--- config.mk ---
export PLATFORM = sky130hd
export DESIGN_NAME = qrr_front
export DESIGN_NICKNAME = d
export VERILOG_FILES = /design/src/hw/rtl/qrr_pkg.sv /design/src/hw/rtl/qrr_front.sv
export SDC_FILE = /design/constraint.sdc
export NUM_CORES = 2
export LEC_CHECK = 0
export BUFFER_PORTS_ARGS = -buffer_cell sky130_fd_sc_hd__buf_2
export CAP_MARGIN = 5
export CORE_MARGIN = 2
export CORE_UTILIZATION = 63
export CTS_BUF_LIST = sky130_fd_sc_hd__clkbuf_16
export DETAILED_ROUTE_END_ITERATION = 6
export GPL_ROUTABILITY_DRIVEN = 0
export GPL_TIMING_DRIVEN = 0
export PLACE_DENSITY = 0.81
export SLEW_MARGIN = 20
export SYNTH_ARGS = -nofsm -noshare
export SYNTH_HDL_FRONTEND = slang
export SYNTH_SLANG_ARGS = --single-unit
--- constraint.sdc ---
create_clock -name clk -period 6.47 [get_ports clk]
set_input_delay 1.294 -clock clk [delete_from_list [all_inputs] [get_ports clk]]
set_output_delay 1.294 -clock clk [all_outputs]
set_load 0.005 [all_outputs]
--- src/hw/rtl/qrr_pkg.sv ---
package qrr_pkg;

	localparam int ROOT_FRAC_BITS_DEF = 16;
	localparam int SQRT_EXTRA = 14;
	localparam int DISC_W = 33;
	localparam int SQRT_W = 31;
	localparam int MID_DEPTH = 4;
	localparam int OUT_DEPTH = 2;

	typedef enum logic [1:0] {
		KIND_NONE   = 2'd0,
		KIND_DOUBLE = 2'd1,
		KIND_TWO    = 2'd2,
		KIND_A_ZERO = 2'd3
	} kind_t;

	typedef struct packed {
		logic signed [15:0] coef_a;
		logic signed [15:0] coef_b;
		logic signed [15:0] coef_c;
	} in_t;

	typedef struct packed {
		logic [1:0]         root_kind;
		logic signed [31:0] root_high;
		logic signed [31:0] root_low;
		logic               saturated;
	} out_t;

	typedef struct packed {
		kind_t              kind;
		logic [DISC_W-1:0]  disc;
		logic signed [15:0] a;
		logic signed [15:0] b;
	} mid_t;

	typedef struct packed {
		logic mid_pop;
		logic out_push;
	} back_ctl_t;

endpackage

--- src/hw/rtl/qrr_front.sv ---
module qrr_front import qrr_pkg::*; (
	input  logic clk,
	input  logic arst_n,
	input  logic push,
	output logic full,
	input  in_t  item,
	input  logic mid_full,
	output logic mid_push,
	output mid_t mid_item
);
	logic               en;
	logic               v_s1, v_s2;
	logic signed [15:0] a_s1, b_s1;
	logic signed [31:0] bb_s1, ac_s1;
	logic signed [34:0] d;
	mid_t               mid_s2;

	// advance unless a finished item is blocked at the queue
	assign en       = !(v_s2 && mid_full);
	assign full     = !en;
	assign mid_push = v_s2 && en;
	assign mid_item = mid_s2;

	assign d = 35'(bb_s1) - (35'(ac_s1) <<< 2);

	always_ff @(posedge clk) begin
		if (en) begin
			a_s1  <= item.coef_a;
			b_s1  <= item.coef_b;
			bb_s1 <= item.coef_b * item.coef_b;
			ac_s1 <= item.coef_a * item.coef_c;
			mid_s2.a    <= a_s1;
			mid_s2.b    <= b_s1;
			mid_s2.disc <= d[DISC_W-1:0];
			priority if (a_s1 == '0) begin
				mid_s2.kind <= KIND_A_ZERO;
			end else if (d[34]) begin
				mid_s2.kind <= KIND_NONE;
			end else if (d == '0) begin
				mid_s2.kind <= KIND_DOUBLE;
			end else begin
				mid_s2.kind <= KIND_TWO;
			end
		end
	end

	always_ff @(posedge clk or negedge arst_n) begin
		if (!arst_n) begin
			v_s1 <= 1'b0;
			v_s2 <= 1'b0;
		end else if (en) begin
			v_s1 <= push;
			v_s2 <= v_s1;
		end
	end
endmodule

# Word-level counts from Yosys, hierarchy flattened
# Cells that the tools add are included.
# totals
ff_bits	165
latch_bits	0
ramBits	0
mem_bits_ro	0
in_bits	52
out_inout_bits	69
wordCells	20
memories	0
# classes
addsub	1
multipliers	2
n_div	0
n_lt_le_gt_ge	0
eq_ne	0
n_shift	0
mux	2
bitwise	0
n_reduce_logical	5
# ops
operator	count
$mul 16x16->32	2
$logic_not 35->1	1
$sub 32x34->35	1
$logic_not 16->1	1
$mux 2	2
$logic_and 1x1->1	2
$logic_not 1->1	1

# Longest topological paths before layout
# depth
depth_word	4
ltp_mapped	25
mapped_depth_nobuf	24

# Least setup slack after synthesis
# OpenSTA, ideal clock, no wires.
# synth_path
path_type	input -> register
start	input port item[31] in the netlist's numbering
end	register bb_s1[31], data pin
setup_time_ps	259
t_arrival_ps	7269
required_time_ps	6211
path_slack_ps	-1058
path_stages	22
path_buffers	2
cell_sequence	clkbuf_1 > buf_1 > nand2_1 > fa_1 > inv_1 > fa_1 > fa_1 > fa_1 > fa_1 > inv_1 > fa_1 > inv_1 > ha_1 > a21o_1 > a21o_1 > a21oi_1 > or3b_2 > o21ai_0 > o21ai_0 > nor3_1 > o21bai_1 > xnor2_1
# synth_between
elab_chain_len	1
# synth_rtl
element	line	text
start: declaration	qrr_front.sv:6	input in_t item,
$mul 16x16->32	qrr_front.sv:30	bb_s1 <= item.coef_b * item.coef_b;
end signal: assignment	qrr_front.sv:30	
end: declaration	qrr_front.sv:14	logic signed [31:0] bb_s1, ac_s1;
# No other way between the ends.
# A chain may end at the register's enable or synchronous reset.

# Worst setup path after layout
# layout_path
start	input port item[20] in the netlist's numbering
end	register bb_s1[28], data pin
# The elaborated chain is that of the path after synthesis.

==> qor.yml <==
timing:
  fmax_ghz: 0.146
  finalCritPeriodShare_pct: 106
  rsz0062_at_grt: "true"
  skew_ns: 0.0141
  worstMarginPinSlew_ns: 0.815
  post-route-min-period_ns: 6.85
  maxSlewViolCount: 0
  setup_violations: 14
  slew_headroom_pct: 45.2
  holdWs_ns: 0.420
  hold_viol: 0
  fin_ws_ns: -0.384
layout:
  nNetsFinal: 3561
  fin_cells: 3345
  n_fill_cell: 2272
  drive_gt1_share_pct: 19.4
  area_delta_synth_final_pct: 19.0
  seqCellArea_um2: 4820
  multi_input_area_um2: 19000
  final_core_util_pct: 76.5
  n_antenna_cell: 0
floorplanning:
  die_area_um2: 42300
  core_um2: 39900
  chipHeight_um: 206
  start_util_pct: 64.3
  ios: 121
  fp.dieW_um: 206
  rows: 73
clock_network:
  cts_buffers: 17
  cts_sinks: 161
  htree_levels: 4
  root_buffer: "clkbuf_16"
  cts_tree: "done"
  ctsHoldBuffers: 0
  insertion_delay_ns: 0.47
  clock_path_buffers: 2
  clkTransAtPathRegs_ns: 0.08
status:
  violations: "DRC, setup timing"
  status: "finished, violations left"
logic_synthesis:
  yosys-top-cells-area: "fa_1, edfxtp_1, ha_1, inv_1, and2_1"
  synth_top_area_share_pct: 38.8
  synth_edf_count: 159
  syn-cell-area_um2: 25600
  ys_top_cells_by_count: "inv_1, fa_1, nand2_1, ha_1, and2_1"
  synthCells: 2552
  yosysWarnings: 0
  yosysSeqAreaShare_pct: 18.8
  yosys.area.top_type: "fa_1"
  synthArstFlopShare_pct: 1.24
  synthFlopType: "edfxtp_1"
  ys_ff_latch: 161
  syn_nets: 3306
  synth.distinct_cells: 76
  yosysMostFrequentCell: "inv_1"
  avgSynthCellArea_um2: 10.1
drt:
  routed_wl_mm: 70.4
  route.met2.wl_mm: 34.0
  vias_per_cell: 5.91
  route.detailed.drc: 2
  wl_met3_mm: 7.38
  wl_per_cell_um: 21.0
  ant_nets: 0
  drt_iter0_drc: 1635
  vias: 19775
  highest_layer: "met4"
  drtPass1Iterations: 7
  met1_length_mm: 24.6
placed_design:
  dp.cells: 3198
  post-dp-hpwl_mm: 49.1
  port_buffers: 119
worst_setup_path:
  max_stage_delay_ns: 0.56
  crit_fanout: 6
  crit_end: "bb_s1[28]$_DFFE_PN_"
  cp-startpoint: "item[20]"
  start_kind: "primary input"
  rr_worst_depth: 12
  crit_cells: 23
  path_buf_inv: 6
  path_cells: "buf_6 -> buf_8 -> and2_4 -> fa_1 -> inv_1 -> fa_1 -> inv_1 -> fa_1 -> fa_2 -> fa_1 -> inv_1 -> fa_1 -> inv_1 -> ha_4 -> a21o_1 -> a21o_1 -> a21oi_2 -> o31ai_4 -> a2111o_1 -> and2_4 -> a21o_1 -> a21oi_2 -> xnor2_1"
  crit_type: "primary input to register"
  cp_top_family: "adder cells"
  r2r_slack_ns: 1.91
  crit_required_ns: 6.70
  cp.arrival_ns: 7.09
  end_kind: "register"
  reg2reg_to: "mid_item[66]$_SDFFCE_PN1N_"
  rr_startpoint: "ac_s1[0]$_DFFE_PN_"
  worst_path_max_delay_cell: "fa_1"
  cp_common_cell: "fa_1"
grt:
  overflow: 0
  grt_pass1_wl_mm: 106
  antenna_found_initial: 0
  grt_pass1_vias: 21208
  grt_max_degree: 61
  grt_util_all_layers_pct: 33.0
worst_hold_path:
  hp-class: "register to register"
run:
  maxCapViolations: 0
-- worst reg2reg max path, stage by stage (launching register included) --
cell,delay (ns)
edfxtp_1,0.43
ha_1,0.23
fa_1,0.41
and2b_1,0.28
o21bai_2,0.09
a21oi_1,0.42
nor2_2,0.06
xnor2_1,0.18
or4_1,0.55
or4_1,0.43
nor4_2,0.55
nand4b_1,0.26
o41a_1,0.42
-- per-stage QoR --
stage | area, um2 | worst slack (ns) | TNS [ns]
global placement | 27300 | -1.21 | -56.67
global route | 30500 | -0.585 | -4.52
finish | 30500 | -0.384 | -2.21
CTS | 29500 | -0.279 | -1.05
detailed placement | 27400 | -1.31 | -26.73
floorplan | 26100 | -0.372 | -1.53
-- cells in the final DEF (no fill, tap or decap), types with 37 or more instances in the layout --
cell type and n:
a21oi_1 55, and2_1 143, buf_2 79, buf_4 109
clkbuf_16 37, edfxtp_1 159, fa_1 464, ha_1 179
inv_1 635, nand2_1 216, nor2_1 75, xnor2_1 83
-- layer usage --
metal / global-route usage [%] / up-vias
li1: - / 8302
met1: 40.1 / 9848
met2: 53.6 / 1241
met3: 8.46 / 384
met4: 19.0 / 0
met5: 0 / -
-- worst min-delay path by stage --
| stage | start | to | slack (ns) | cells after the start |
|---|---|---|---|---|
| 4_1_cts | b_s1[5]$_DFFE_PN_ | mid_item[5]$_DFFE_PN_ | 0.42 | 0 |
| 6_report | b_s1[5]$_DFFE_PN_ | mid_item[5]$_DFFE_PN_ | 0.42 | 0 |
| 3_3_place_gp | b_s1[3]$_DFFE_PN_ | mid_item[3]$_DFFE_PN_ | 0.40 | 0 |
| 2_1_floorplan | b_s1[10]$_DFFE_PN_ | mid_item[10]$_DFFE_PN_ | 0.40 | 0 |
| 3_5_place_dp | b_s1[11]$_DFFE_PN_ | mid_item[11]$_DFFE_PN_ | 0.41 | 0 |
| 5_1_grt | b_s1[11]$_DFFE_PN_ | mid_item[11]$_DFFE_PN_ | 0.42 | 0 |
-- logic make-up after synthesis --
logic type | Yosys count | share of synthesized area [%]
buffers and inverters | 731 | 10.8
adders and majority gates | 702 | 48.8
and+or+nand+nor | 599 | 11.5
AOI/OAI and AO/OA | 246 | 6.33
DFF | 161 | 18.8
xor gates and xnor gates | 110 | 3.76
muxes | 2 | 0.0829
other | 1 | 0.0146
-- final cells by class --
type	count	area share, %
clock buffers	17	1.39
multi-input cells	1660	62.1
repair buffers	240	6.59
plain buffers	65	3.23
inverters	662	8.19
clock inverters	15	0.525
well taps	525	2.15
flip-flops and latches	161	15.8
-- repair_timing --
action,4_1_cts,5_1_grt
cloned,1,1
resized for setup,235,203
endpoints found under the setup margin,29,24
setup buffers,68,49
pin swaps,74,112
-- state kept, by name, indices dropped and copies added, names as in the netlist --
name	cells
mid_item	65
b_s1	16
ac_s1	32
bb_s1	30
v_s2	1
a_s1	16
v_s1	1
Power is left out: the tool's default activity adds up to more than one toggle a clock period on the data nets, which glitch-free logic cannot reach.
