`config.mk`:
```
export PLATFORM = sky130hd
export DESIGN_NAME = qrr_fifo
export DESIGN_NICKNAME = d
export VERILOG_FILES = /design/src/hw/rtl/qrr_pkg.sv /design/src/hw/rtl/qrr_fifo.sv
export SDC_FILE = /design/constraint.sdc
export NUM_CORES = 1
export LEC_CHECK = 0
export ABC_AREA = 1
export BUFFER_PORTS_ARGS = -buffer_cell sky130_fd_sc_hd__buf_2
export CAP_MARGIN = 20
export CORE_MARGIN = 1.5
export CORE_UTILIZATION = 40
export DETAILED_ROUTE_END_ITERATION = 7
export PLACE_DENSITY = 0.6
export SLEW_MARGIN = 15
export SYNTH_ARGS = -nofsm -noshare
export SYNTH_HDL_FRONTEND = slang
export SYNTH_SLANG_ARGS = --single-unit
```
`constraint.sdc`:
```
create_clock -name clk -period 2.3 [get_ports clk]
set_clock_uncertainty 0.15 [all_clocks]
set_input_delay 0.345 -clock clk [delete_from_list [all_inputs] [get_ports clk]]
set_output_delay 0.345 -clock clk [all_outputs]
set_load 0.01 [all_outputs]
```
`src/hw/rtl/qrr_pkg.sv`:
```
package qrr_pkg;

	localparam int ROOT_FRAC_BITS_DEF = 16;
	localparam int SQRT_EXTRA = 14;
	localparam int DISC_W = 33;
	localparam int SQRT_W = 31;
	localparam int MID_DEPTH = 4;
	localparam int OUT_DEPTH = 2;

	typedef enum logic [1:0] {
		KIND_NONE   = 2'd0,
		KIND_DOUBLE = 2'd1,
		KIND_TWO    = 2'd2,
		KIND_A_ZERO = 2'd3
	} kind_t;

	typedef struct packed {
		logic signed [15:0] coef_a;
		logic signed [15:0] coef_b;
		logic signed [15:0] coef_c;
	} in_t;

	typedef struct packed {
		logic [1:0]         root_kind;
		logic signed [31:0] root_high;
		logic signed [31:0] root_low;
		logic               saturated;
	} out_t;

	typedef struct packed {
		kind_t              kind;
		logic [DISC_W-1:0]  disc;
		logic signed [15:0] a;
		logic signed [15:0] b;
	} mid_t;

	typedef struct packed {
		logic mid_pop;
		logic out_push;
	} back_ctl_t;

endpackage

```
`src/hw/rtl/qrr_fifo.sv`:
```
module qrr_fifo import qrr_pkg::*; #(
	parameter int WIDTH = 8,
	parameter int DEPTH = 4
) (
	input  logic             clk,
	input  logic             arst_n,
	input  logic             push,
	input  logic [WIDTH-1:0] wdata,
	input  logic             pop,
	output logic [WIDTH-1:0] rdata,
	output logic             full,
	output logic             empty
);
	localparam int AW = (DEPTH > 1) ? $clog2(DEPTH) : 1;

	logic [WIDTH-1:0] mem_q [0:DEPTH-1];
	logic [AW-1:0]    wr_q, rd_q;
	logic [AW:0]      cnt_q;
	logic             do_push, do_pop;

	assign full    = (cnt_q == (AW+1)'(DEPTH));
	assign empty   = (cnt_q == '0);
	assign do_push = push && !full;
	assign do_pop  = pop && !empty;
	assign rdata   = mem_q[rd_q];

	always_ff @(posedge clk) begin
		if (do_push) begin
			mem_q[wr_q] <= wdata;
		end
	end

	always_ff @(posedge clk or negedge arst_n) begin
		if (!arst_n) begin
			wr_q  <= '0;
			rd_q  <= '0;
			cnt_q <= '0;
		end else begin
			if (do_push) begin
				wr_q <= (wr_q == AW'(DEPTH-1)) ? '0 : wr_q + 1'b1;
			end
			if (do_pop) begin
				rd_q <= (rd_q == AW'(DEPTH-1)) ? '0 : rd_q + 1'b1;
			end
			unique case ({do_push, do_pop})
				2'b10:   cnt_q <= cnt_q + 1'b1;
				2'b01:   cnt_q <= cnt_q - 1'b1;
				default: cnt_q <= cnt_q;
			endcase
		end
	end
endmodule

```
# Yosys cells after proc, flatten, opt, wreduce, memory -nomap -nowiden
# Memory sizes are Yosys's and may differ from the RTL's.
# Cells that the tools add are included.
[classes] n_mux=5 reduce_logical=6 n_addsub=4 n_eq_ne=5
[ops] cell="$eq 2x2->1 const B" n=3
[ops] cell="$pmux 3 s2" n=1
[ops] cell="$add 2x1->2 const B" n=2
[ops] cell="$mux 2" n=2
[ops] cell="$add 3x1->3 const B" n=1
[ops] cell="$eq 3x3->1 const B" n=1
[ops] cell="$logic_not 3->1" n=1
[ops] cell="$sub 3x1->3 const B" n=1
[ops] cell="$eq 2x1->1 const B" n=1
[ops] cell="$logic_and 1x1->1" n=2
[ops] cell="$logic_not 1->1" n=2
[ops] cell="$mux 1" n=2
[ops] cell="$reduce_bool 2->1" n=1
[totals] register_bits=7 ram_bits=32 n_memories=1 word_cells=24
[memory_table] name="mem_q" depth=4 width=8 rd=1 rd_clocked_by_memory_dff=0 write_ports=1 line="qrr_fifo.sv:16" source="logic [WIDTH-1:0] mem_q [0:DEPTH-1];"

# Depth between registers and ports, before layout
[logic_depth] depth_word=5 ltp_mapped=12

# Worst setup path before layout
# No wires, ideal clock.
[synth_timing] path_type="register to register" startpoint="register cnt_q[0]" endpoint="register cnt_q[2]" arrival_ns=1.547 setup_slack_ns=0.486 stages_incl_launch_ff=11 path_cell_list="dfrtp_1 -> inv_1 -> nand3_2 -> nand2_4 -> ha_1 -> inv_1 -> fa_1 -> nand2_1 -> nand3_1 -> nand2_1 -> nand2_1"
[synth_between] elab_chain_cells=5 word_cells_on_any_way=12 cone_classes="add/sub (2); eq/ne (3); mux (1); reduce/logical (6)"
[synth_rtl] element="start, declared" line="qrr_fifo.sv:18" source="logic [AW:0] cnt_q;"
[synth_rtl] element="start signal, assigned" line="qrr_fifo.sv:46" source="2'b10: cnt_q <= cnt_q + 1'b1;"
[synth_rtl] element="start signal, assigned" line="qrr_fifo.sv:47" source="2'b01: cnt_q <= cnt_q - 1'b1;"
[synth_rtl] element="start signal, assigned" line="qrr_fifo.sv:48" source="default: cnt_q <= cnt_q;"
[synth_rtl] element="$eq 3x3->1 / $logic_not 3->1 (equally long branches)" line="qrr_fifo.sv:21, qrr_fifo.sv:22"
[synth_rtl] element="$logic_not 1->1, on equally long branches" line="qrr_fifo.sv:23, qrr_fifo.sv:24"
[synth_rtl] element="$logic_and 1x1->1, on equally long branches" line="qrr_fifo.sv:23, qrr_fifo.sv:24"
[synth_rtl] element="$eq 2x1->1 / $eq 2x2->1 (equally long branches)" line="qrr_fifo.sv:45" source="unique case ({do_push, do_pop})"
[synth_rtl] element="$pmux 3 s2 / $reduce_bool 2->1 (equally long branches)"
# Several ways; a longest one is shown, not always the timed one.
# A chain may end at the register's enable or synchronous reset.

# Worst setup path in the final report
[layout_timing] startpoint="register cnt_q[1]" endpoint="register cnt_q[2]"
# Same word-level chain as after synthesis.

==> results.md <==
- Final net count: 203
- Number of core rows: 24
- Synthesis-stage register bit count: 39
- Residual antenna-violating net count after detailed routing: 0
- Mean Syn Cell Area: around 12 sq um
- Summed instance area of the synthesized netlist: ~1800 sq um
- Ratio of cells with drive above 1 in the final layout: a little over a fifth
- Cell Int Power: roughly 1.6 mW
- Via count: around 1,100
- Met3 track demand over resource in global routing: 4.80%
- Number of setup violations in the final report: 0
- Footprint of the multi-input gates: between 400 and 500 sq um
- Final setup TNS: 0 ns
- Storage cell area: between 1000 and 1500 sq um
- Post-route clock period utilization: 83.7%
- Worst setup path category: reg -> reg
- Area growth from synthesis to layout: 15.9%
- Wire per inst: between 10 and 15 microns
- RePlAce Congestion: just under 0.8
- HP Class: in -> reg
- GRT Overall Usage: a little over an eighth
- Total iterations of the first detailed-routing run: 4
- Global-route wire length before repair: 4910 microns
- Die height: just under 70 microns
- Data required time of the critical path: about 2.3 ns
- Cell count after placement: around 230
- Syn Nets: between 150 and 200
- Met1 usage: 14.3%
- Critical Path Source Type: register
- Number of vias per cell after detailed routing: roughly 4.7
- Result of the run: finished, final reports clean
- Cell variety after synth: 16
- Hold Violations, Final: 0
- Violation count after the first detailed-routing iteration: 64
- Count of clock tree sinks: 39
- Number of warning messages in the yosys log: 0
- Root buffer cell: sky130_fd_sc_hd__clkbuf_8
- Maximum clock path buffer count: 2
- Fill cell total of the finished layout: 405
- Unrepaired setup endpoints after global routing: no
- # IOs: 22
- Logic pwr share: between 30% and 40%
- Post-layout min period: around 1.9 ns
- Register area share after synthesis: 64.0%
- Sum of internal, switching and leakage power: 2.55 mW
- Worst-path fanout max: 7
- Number of antenna violations at the first check in global routing: 0
- Sw power: 0.913 mW
- Clock latency on the worst-skew pair: between 0.2 and 0.3 ns
- Remaining global-route overflow: 0
- Crit path DAT: between 1.5 and 2 ns
- CP Capture Type: register
- H-tree lvl count: 2
- Max cap viols: 0
- Worst Tran Pin Value: 0.341 ns
- Clock-pin slew on the worst setup and hold paths: about 0.070 ns
- Sum of net half-perimeters after detailed placement: just under 2000 microns
- Core outline area: 4320 sq um
- Fmax: between 0.5 and 0.6 GHz
- Slew HR: roughly 77%
- Overall die width: between 60 and 70 microns
- Clk network pwr share: a little over a fifth
- Global-route met2 utilization: roughly 24%
- Clock tree from TritonCTS: done
- Routing layer with the top usage in global route: met2
- Register share of total power: about 40%
- Sum of routed wire length over all layers: between 2000 and 3000 microns
- Ant diodes: 0
- TritonCTS buffer count: 5
- Maximum VDD drop: ~0.7 mV
- Vias in the first global route: roughly 1,100
- Worst Hold Slack: ~0.11 ns
- Total setup buffers inserted after CTS: 0
- Number of pins with negative max-slew slack in the final report: 0
- DRC Markers: 0
- Total of buffers placed on input and output ports: 21
- Largest net degree at the start of global routing: 36
- Initial core utilization: between 40% and 50%
- Final cell count without fillers: roughly 240
- Full die area: approximately 4800 sq um
- Leakage power: around 0.93 nW
- Proportion of total power due to net switching: a little over a third
- Syn Inst Count: approximately 150
- Total power density per cell area: between 1000 and 1500 nW/um^2
## worst max-delay path: stages (launching register included)
cell and delay [ns]:
sky130_fd_sc_hd__dfrtp_1 0.38, sky130_fd_sc_hd__inv_1 0.14, sky130_fd_sc_hd__nand3_2 0.15, sky130_fd_sc_hd__nand2_4 0.12, sky130_fd_sc_hd__ha_1 0.16, sky130_fd_sc_hd__inv_1 0.06, sky130_fd_sc_hd__fa_1 0.38, sky130_fd_sc_hd__nand2_1 0.10
sky130_fd_sc_hd__nand3_1 0.07, sky130_fd_sc_hd__nand2_1 0.05, sky130_fd_sc_hd__nand2_1 0.04
## power groups by stage
stage | sequential, mW | combinational [mW] | clock, mW
floorplan | 1.02 | 0.742 | 0
global placement | 1.02 | 0.965 | 0
detailed placement | 1.03 | 0.995 | 0
CTS | 1.02 | 0.997 | 0.574
global route | 1.03 | 1.14 | 0.601
finish | 1.02 | 0.980 | 0.558
## timing repair
| action | in CTS | in global routing |
|---|---|---|
| hold buffers | 1 | 0 |
| gates resized for setup | 0 | 0 |
| endpoints found under the hold margin | 7 | 0 |
## synthesized netlist by cell type (all sizes together)
cell	n	area [sq um]
inv	32	120
o211ai	16	125
ha	6	75.1
nand2	39	154
edfxtp	32	961
fa	1	20.0
buf	5	56.3
nand3	7	45.0
nor2	6	22.5
xnor2	1	8.76
nand4	1	6.26
dfrtp	7	175
o21ai	1	5.00
## per-layer routing
| metal | up-vias | part of all wire [%] |
|---|---|---|
| li1 | 563 | - |
| met1 | 524 | 41 |
| met2 | 26 | 52 |
| met3 | 10 | 4.6 |
| met4 | 0 | 2.5 |
| met5 | - | 0 |
## through the flow
| stage | util [%] | area (sq um) | setup WS (ns) |
|---|---|---|---|
| 6_report | 47.5 | 2060 | 0.374 |
| 5_1_grt | 47.5 | 2060 | 0.193 |
| 4_1_cts | 47.5 | 2060 | 0.364 |
| 3_5_place_dp | 44.7 | 1930 | 0.381 |
| 3_3_place_gp | 44.7 | 1930 | 0.419 |
| 2_1_floorplan | - | 1770 | 0.486 |
## logic make-up after synthesis
| family | count (synthesis) | share of synthesized area (%) |
|---|---|---|
| adders and majority gates | 7 | 5.36 |
| and+or+nand+nor | 53 | 12.8 |
| DFF | 39 | 64.0 |
| buffers and inverters | 37 | 9.94 |
| AOI/OAI and AO/OA | 17 | 7.33 |
| xor gates and xnor gates | 1 | 0.494 |
## cell type report
type,count,area share [%]
flip-flops and latches,39,55.3
inverters,32,5.84
clock buffers,5,3.35
clock inverters,3,2.13
repair buffers,28,7.79
well taps,52,3.16
multi-input cells,78,22.5
## cell usage in the layout, fill, tap and decap left out, types with 2 or more instances in the layout
| master | count |
|---|---|
| sky130_fd_sc_hd__nand2_1 | 38 |
| sky130_fd_sc_hd__dfrtp_1 | 7 |
| sky130_fd_sc_hd__buf_2 | 21 |
| sky130_fd_sc_hd__clkbuf_8 | 5 |
| sky130_fd_sc_hd__buf_4 | 6 |
| sky130_fd_sc_hd__o211ai_1 | 15 |
| sky130_fd_sc_hd__nand3_2 | 2 |
| sky130_fd_sc_hd__nand3_1 | 5 |
| sky130_fd_sc_hd__nor2_1 | 6 |
| sky130_fd_sc_hd__ha_1 | 6 |
| sky130_fd_sc_hd__inv_1 | 32 |
| sky130_fd_sc_hd__edfxtp_1 | 32 |
## final timing paths
path | slack, ns | cells past startpoint | to | startpoint
hold / removal | 0.11 | 1 | mem_q[1][1] | wdata[1]
hold reg to reg | 0.33 | 1 | cnt_q[0] | cnt_q[0]
setup reg to reg | 0.37 | 10 | cnt_q[2] | cnt_q[1]
min in group asynchronous | 0.26 | 2 | cnt_q[1] | arst_n
max in group asynchronous | 1.58 | 2 | wr_q[0] | arst_n
setup / recovery | 0.37 | 10 | cnt_q[2] | cnt_q[1]
## state kept, by name, summed over array words and instances (netlist names)
register  flops
mem_q        32
cnt_q         3
rd_q          2
wr_q          2
(Power assumes the default switching activity.)
